[src/sv/sobel_edge_magnitude_rgb_macros.svh]
// ----------------------------------------------------------------------------
// Sobel edge magnitude: assertion macros
// Concurrent checks clocked on clk and held off while rst_n is low.
// ----------------------------------------------------------------------------
`ifndef SOBEL_EDGE_MAGNITUDE_RGB_MACROS_SVH
`define SOBEL_EDGE_MAGNITUDE_RGB_MACROS_SVH

`ifndef SYNTHESIS

`define SEM_ASSERT_IMPL(name, ante, cons) \
    name: assert property (@(posedge clk) disable iff (!rst_n) (ante) |-> (cons)) \
        else $error("%m: same-cycle check failed");

`define SEM_ASSERT_NEXT(name, ante, cons) \
    name: assert property (@(posedge clk) disable iff (!rst_n) (ante) |=> (cons)) \
        else $error("%m: next-cycle check failed");

`else

`define SEM_ASSERT_IMPL(name, ante, cons)

`define SEM_ASSERT_NEXT(name, ante, cons)

`endif

`endif

[src/sv/sem_pkg.sv]
// ----------------------------------------------------------------------------
// Sobel edge magnitude package
// Shared widths, register indexes and pipeline payload types.
// ----------------------------------------------------------------------------
`default_nettype none

package sem_pkg;

    localparam int CHAN_W     = 8;
    localparam int NUM_CH     = 3;
    localparam int PIX_W      = NUM_CH * CHAN_W;
    localparam int POS_W      = 11;
    localparam int CFG_W      = 12;
    localparam int CFG_IDX_W  = 1;
    localparam int SOBEL_W    = 10;
    localparam int SQ_W       = 2 * CHAN_W;
    localparam int SUM_W      = SQ_W + 1;
    localparam int IN_DATA_W  = 32;
    localparam int OUT_DATA_W = 56;

    localparam int IMAGE_WIDTH_RST  = 640;
    localparam int IMAGE_HEIGHT_RST = 480;
    localparam int MIN_SIZE         = 3;

    typedef enum logic [CFG_IDX_W-1:0] {
        REG_IMAGE_WIDTH  = 1'b0,
        REG_IMAGE_HEIGHT = 1'b1
    } cfg_reg_t;

    typedef logic [CHAN_W-1:0] chan_t;

    // channel 0 red, 1 green, 2 blue
    typedef chan_t [NUM_CH-1:0] pix_t;

    typedef struct packed {
        pix_t ax;
        pix_t ay;
    } grad_t;

    typedef struct packed {
        chan_t            alpha;
        logic [POS_W-1:0] column;
        logic [POS_W-1:0] row;
        logic             eof;
    } meta_t;

    typedef struct packed {
        chan_t            root;
        logic [SUM_W-1:0] square;
        logic [SUM_W-1:0] target;
    } root_t;

endpackage

`default_nettype wire

[src/sv/sem_mag.sv]
// ----------------------------------------------------------------------------
// Sobel magnitude pipeline
// Squares and sums |gx|, |gy|, then a bit-per-stage integer square root.
// ----------------------------------------------------------------------------
`default_nettype none

module sem_mag (
    input  wire logic           clk,
    input  wire logic           rst_n,
    input  wire logic           in_valid,
    output logic                in_ready,
    input  wire sem_pkg::grad_t in_grad,
    input  wire sem_pkg::meta_t in_meta,
    output logic                out_valid,
    input  wire logic           out_ready,
    output sem_pkg::pix_t       out_mag,
    output sem_pkg::meta_t      out_meta
);

    localparam int NS   = sem_pkg::CHAN_W;
    localparam int SUMW = sem_pkg::SUM_W;

    logic [NS:0]    v_reg;
    logic [NS:0]    load;
    sem_pkg::root_t rt_reg [NS+1][sem_pkg::NUM_CH];
    sem_pkg::meta_t meta_reg [NS+1];

    // a stage loads when empty or when the stage after it moves
    assign load[NS] = !v_reg[NS] || out_ready;
    for (genvar i = 0; i < NS; i++)
    begin : g_load
        assign load[i] = !v_reg[i] || load[i+1];
    end

    assign in_ready = load[0];

    always_ff @(posedge clk or negedge rst_n)
    begin
        if (!rst_n)
        begin
            v_reg <= '0;
        end
        else
        begin
            if (load[0])
            begin
                v_reg[0] <= in_valid;
            end
            for (int i = 1; i <= NS; i++)
            begin
                if (load[i])
                begin
                    v_reg[i] <= v_reg[i-1];
                end
            end
        end
    end

    for (genvar c = 0; c < sem_pkg::NUM_CH; c++)
    begin : g_sq
        logic [sem_pkg::SQ_W-1:0] sq_x;
        logic [sem_pkg::SQ_W-1:0] sq_y;

        assign sq_x = sem_pkg::SQ_W'(in_grad.ax[c]) * sem_pkg::SQ_W'(in_grad.ax[c]);
        assign sq_y = sem_pkg::SQ_W'(in_grad.ay[c]) * sem_pkg::SQ_W'(in_grad.ay[c]);

        always_ff @(posedge clk)
        begin
            if (load[0])
            begin
                rt_reg[0][c].root   <= '0;
                rt_reg[0][c].square <= '0;
                rt_reg[0][c].target <= SUMW'(sq_x) + SUMW'(sq_y);
            end
        end
    end

    always_ff @(posedge clk)
    begin
        if (load[0])
        begin
            meta_reg[0] <= in_meta;
        end
    end

    for (genvar i = 1; i <= NS; i++)
    begin : g_stage
        localparam int K = NS - i;

        for (genvar c = 0; c < sem_pkg::NUM_CH; c++)
        begin : g_ch
            logic [SUMW-1:0] cand;

            // (root + 2^K)^2 from root^2
            assign cand = rt_reg[i-1][c].square
                        + (SUMW'(rt_reg[i-1][c].root) << (K + 1))
                        + (SUMW'(1) << (2 * K));

            always_ff @(posedge clk)
            begin
                if (load[i])
                begin
                    if (cand <= rt_reg[i-1][c].target)
                    begin
                        rt_reg[i][c].root   <= rt_reg[i-1][c].root
                                             | (sem_pkg::CHAN_W'(1) << K);
                        rt_reg[i][c].square <= cand;
                    end
                    else
                    begin
                        rt_reg[i][c].root   <= rt_reg[i-1][c].root;
                        rt_reg[i][c].square <= rt_reg[i-1][c].square;
                    end
                    rt_reg[i][c].target <= rt_reg[i-1][c].target;
                end
            end
        end

        always_ff @(posedge clk)
        begin
            if (load[i])
            begin
                meta_reg[i] <= meta_reg[i-1];
            end
        end
    end

    always_comb
    begin
        for (int c = 0; c < sem_pkg::NUM_CH; c++)
        begin
            out_mag[c] = rt_reg[NS][c].root;
        end
    end

    assign out_valid = v_reg[NS];
    assign out_meta  = meta_reg[NS];

endmodule

`default_nettype wire

[config.mk]
export PLATFORM = sky130hd
export DESIGN_NAME = sem_mag
export DESIGN_NICKNAME = d
export VERILOG_FILES = /design/src/sv/sobel_edge_magnitude_rgb_macros.svh /design/src/sv/sem_pkg.sv /design/src/sv/sem_mag.sv
export SDC_FILE = /design/constraint.sdc
export NUM_CORES = 2
export LEC_CHECK = 0
export BUFFER_PORTS_ARGS = -buffer_cell sky130_fd_sc_hd__clkbuf_2
export CELL_PAD_IN_SITES_DETAIL_PLACEMENT = 1
export CELL_PAD_IN_SITES_GLOBAL_PLACEMENT = 1
export CORE_MARGIN = 5
export CORE_UTILIZATION = 57
export CTS_CLUSTER_SIZE = 30
export DETAILED_ROUTE_END_ITERATION = 8
export GPL_ROUTABILITY_DRIVEN = 0
export PLACE_DENSITY_LB_ADDON = 0.1
export SYNTH_ARGS = -nofsm -noshare
export SYNTH_HDL_FRONTEND = slang
export SYNTH_SLANG_ARGS = --single-unit
[constraint.sdc]
create_clock -name clk -period 15.45 [get_ports clk]
set_input_delay 0.7725 -clock clk [delete_from_list [all_inputs] [get_ports clk]]
set_output_delay 0.7725 -clock clk [all_outputs]
set_load 0.01 [all_outputs]
==> impl_results.md <==
* Worst hold-check path type: in2reg
* Antenna Violating Nets Remaining at 0
* Vias per cell at 5.537
* Crit path kind: in2reg
* FP Rows at 109
* Setup-failing EPs final at 0
* Final hold vios at 0
* Post-CTS sizing at 0
* RSZ-0062 raised after global routing: false
* Fill count at 8315
* Setup crit start kind: input port
* Routed WL per cell at 21.29 µm
* Fin cells at 4988
* Layout cells sized above 1 at 9.081%
* CTS hold repair buffers at 1
* Register bit count reported by yosys at 966
* DIE WIDTH at 307.1 µm
* Core Box Area at 87970 µm²
* Vias in the first global route at 31390
* Most frequent cell after synthesis: edfxtp_1
* Post-synth EDFFs at 957
* Max cap viols at 0
* Top cell type by total area after synthesis: edfxtp_1
* Synth-to-Final Area Change at 10.07%
* Warnings from Yosys at 0
* Asr flop ratio synth at 0.9317%
* Die area at 94300 µm²
* CTS clk-pin slew, worst paths at 0.06 ns
* Synth cell count leaders: 957 x edfxtp_1, 510 x inv_1, 433 x ha_1
* Longest Clk Path Bufs at 3
* Sequential area share after synthesis at 57.57%
* Syn avg cell area at 14.14 µm²
* Main flop type after synthesis: edfxtp_1
* CTS tree: yes
* Dpl cells at 4817
* Synth top area cells: edfxtp_1 57%, ha_1 11%, fa_1 9.1%
* Starting density of the core at 57.19%
* Status: complete, no violations
* Req. time, crit path at 15.85 ns
* Max reg flops at 678
* Initial antenna violation count at 3
* CTS H-Tree Depth at 3
* Period minus WS final at 5.674 ns
* Worst-Margin Slew at 1.200 ns
* Worst Skew at 0.04375 ns
* Pin count of the biggest net entering global routing at 87
* Final HPWL DP at 80440 µm
* Grt ovf at 0
* FMAX at 0.1763 GHz
* Iter 0 DRT Violations at 1460
* Clk sinks at 966
* Final count of pins violating max slew at 0
* Post-Syn Nets at 4301
* Tot GR Track Use at 23.05%
* Fin nets at 4490
* Clk root buf: clkbuf_16
* Critical Path Sink Type: flop
* Via Count at 27620
* First-pass GRT wire length at 172700 µm
* Setup bufs post-CTS at 0
* Worst skew pair latency at 0.66 ns
* Crit-path max FO at 8
* Cells after Synth at 3557
* Mapped cell area at 50310 µm²
* Detailed Routing Iterations Pass 1 at 7
* Final WL at 106200 µm
* Netlist cell types at 75
* Setup_tns at 0 ns
* CP Data Arrival Time at 6.07 ns
* Die height at 307.1 µm
* R2R Setup Slk at 10.64 ns
* Yosys top cell area share at 57.12%
* I/O pin cnt at 140
* CTS Buf Count at 91
* DRC at 0
* Max-slew headroom at 20.02%
* Period utilization at 36.72%
* Port Buf Inserts at 139
## worst paths after layout
kind                                      start              end  depth (start not counted)
worst max-delay path                in_grad[34]    rt_reg[0][55]                         19
worst min-delay path                 in_meta[2]   meta_reg[0][2]                          1
worst max register to register         v_reg[8]     rt_reg[0][3]                          6
worst min register to register  meta_reg[0][38]  meta_reg[0][69]                          0
max in group asynchronous                 rst_n         v_reg[7]                          2
min in group asynchronous                 rst_n         v_reg[8]                          2
## layout by cell type (no fill, tap or decap), types with 12 or more instances in the layout
master	count
edfxtp_1	957
inv_1	506
ha_1	433
fa_1	228
xnor2_1	168
nand2_1	153
clkbuf_2	139
and2_1	126
a21oi_1	112
xor2_1	98
clkbuf_16	92
nor2_1	77
a21o_1	64
nand3_1	53
o21ai_0	47
nor2b_1	35
nand4_1	34
mux2_1	33
nand2b_1	32
nor3_1	32
and3_1	29
a211oi_1	21
clkinv_2	19
a31oi_1	18
nor4_1	18
o21a_1	17
mux2_2	16
o21bai_1	16
clkinv_1	15
clkbuf_1	14
bufinv_16	13
o211ai_1	12
nor3b_1	12
## area by class of cell
type | instances | area [µm²] | share of cell area (%)
Inverter | 510 | 1926 | 3.478
Sequential cell | 966 | 28960 | 52.31
Antenna cell | 2 | 5.005 | 0.009039
Clock buffer | 106 | 2355 | 4.253
Multi-Input combinational cell | 2026 | 19140 | 34.57
Clock inverter | 62 | 737.0 | 1.331
Tap cell | 1165 | 1458 | 2.632
Timing Repair Buffer | 151 | 788.3 | 1.424
## kinds of logic (layout without fill, tap and decap cells)
kind of cell | after synthesis | in the layout | synth area share, %
adders and majority gates | 661 | 661 | 19.84
muxes | 52 | 52 | 1.156
and+or+nand+nor | 666 | 666 | 7.212
xor gates and xnor gates | 266 | 266 | 4.631
other | 0 | 2 | 0
DFF | 966 | 966 | 57.57
AOI/OAI and AO/OA | 381 | 381 | 5.116
buffers and inverters | 565 | 829 | 4.472
## critical path, stage by stage
cell,delay [ns]
clkbuf_2,0.16
and2_1,0.23
fa_1,0.51
inv_1,0.06
fa_1,0.54
inv_1,0.05
fa_1,0.53
fa_1,0.47
fa_1,0.56
inv_1,0.06
fa_1,0.53
inv_1,0.04
ha_1,0.35
and3_1,0.22
a221o_1,0.36
o211ai_1,0.25
nand2b_1,0.09
a21oi_1,0.18
xnor2_1,0.08
## metrics by stage
step,hold WS [ns],util (%),setup WS [ns],instance area [µm²]
2_1_floorplan,0.4003,-,8.449,50310
3_3_place_gp,0.4008,59.42,9.304,52270
3_5_place_dp,0.4051,59.42,9.128,52270
4_1_cts,0.2604,62.94,9.608,55370
5_1_grt,0.2707,62.94,9.550,55370
6_report,0.2989,62.95,9.776,55370
## per-layer routing
| layer | up-vias | GRT usage, % | share of wire, % |
|---|---|---|---|
| met4 | 0 | 8.325 | 3.6 |
| met2 | 535 | 41.84 | 53 |
| met1 | 13960 | 28.82 | 41 |
| li1 | 12920 | - | - |
| met5 | - | 0 | 0 |
| met3 | 208 | 2.528 | 3.1 |
Power is not shown: default switching activity piles up to over one toggle a cycle in this logic, so the estimate is an artifact.
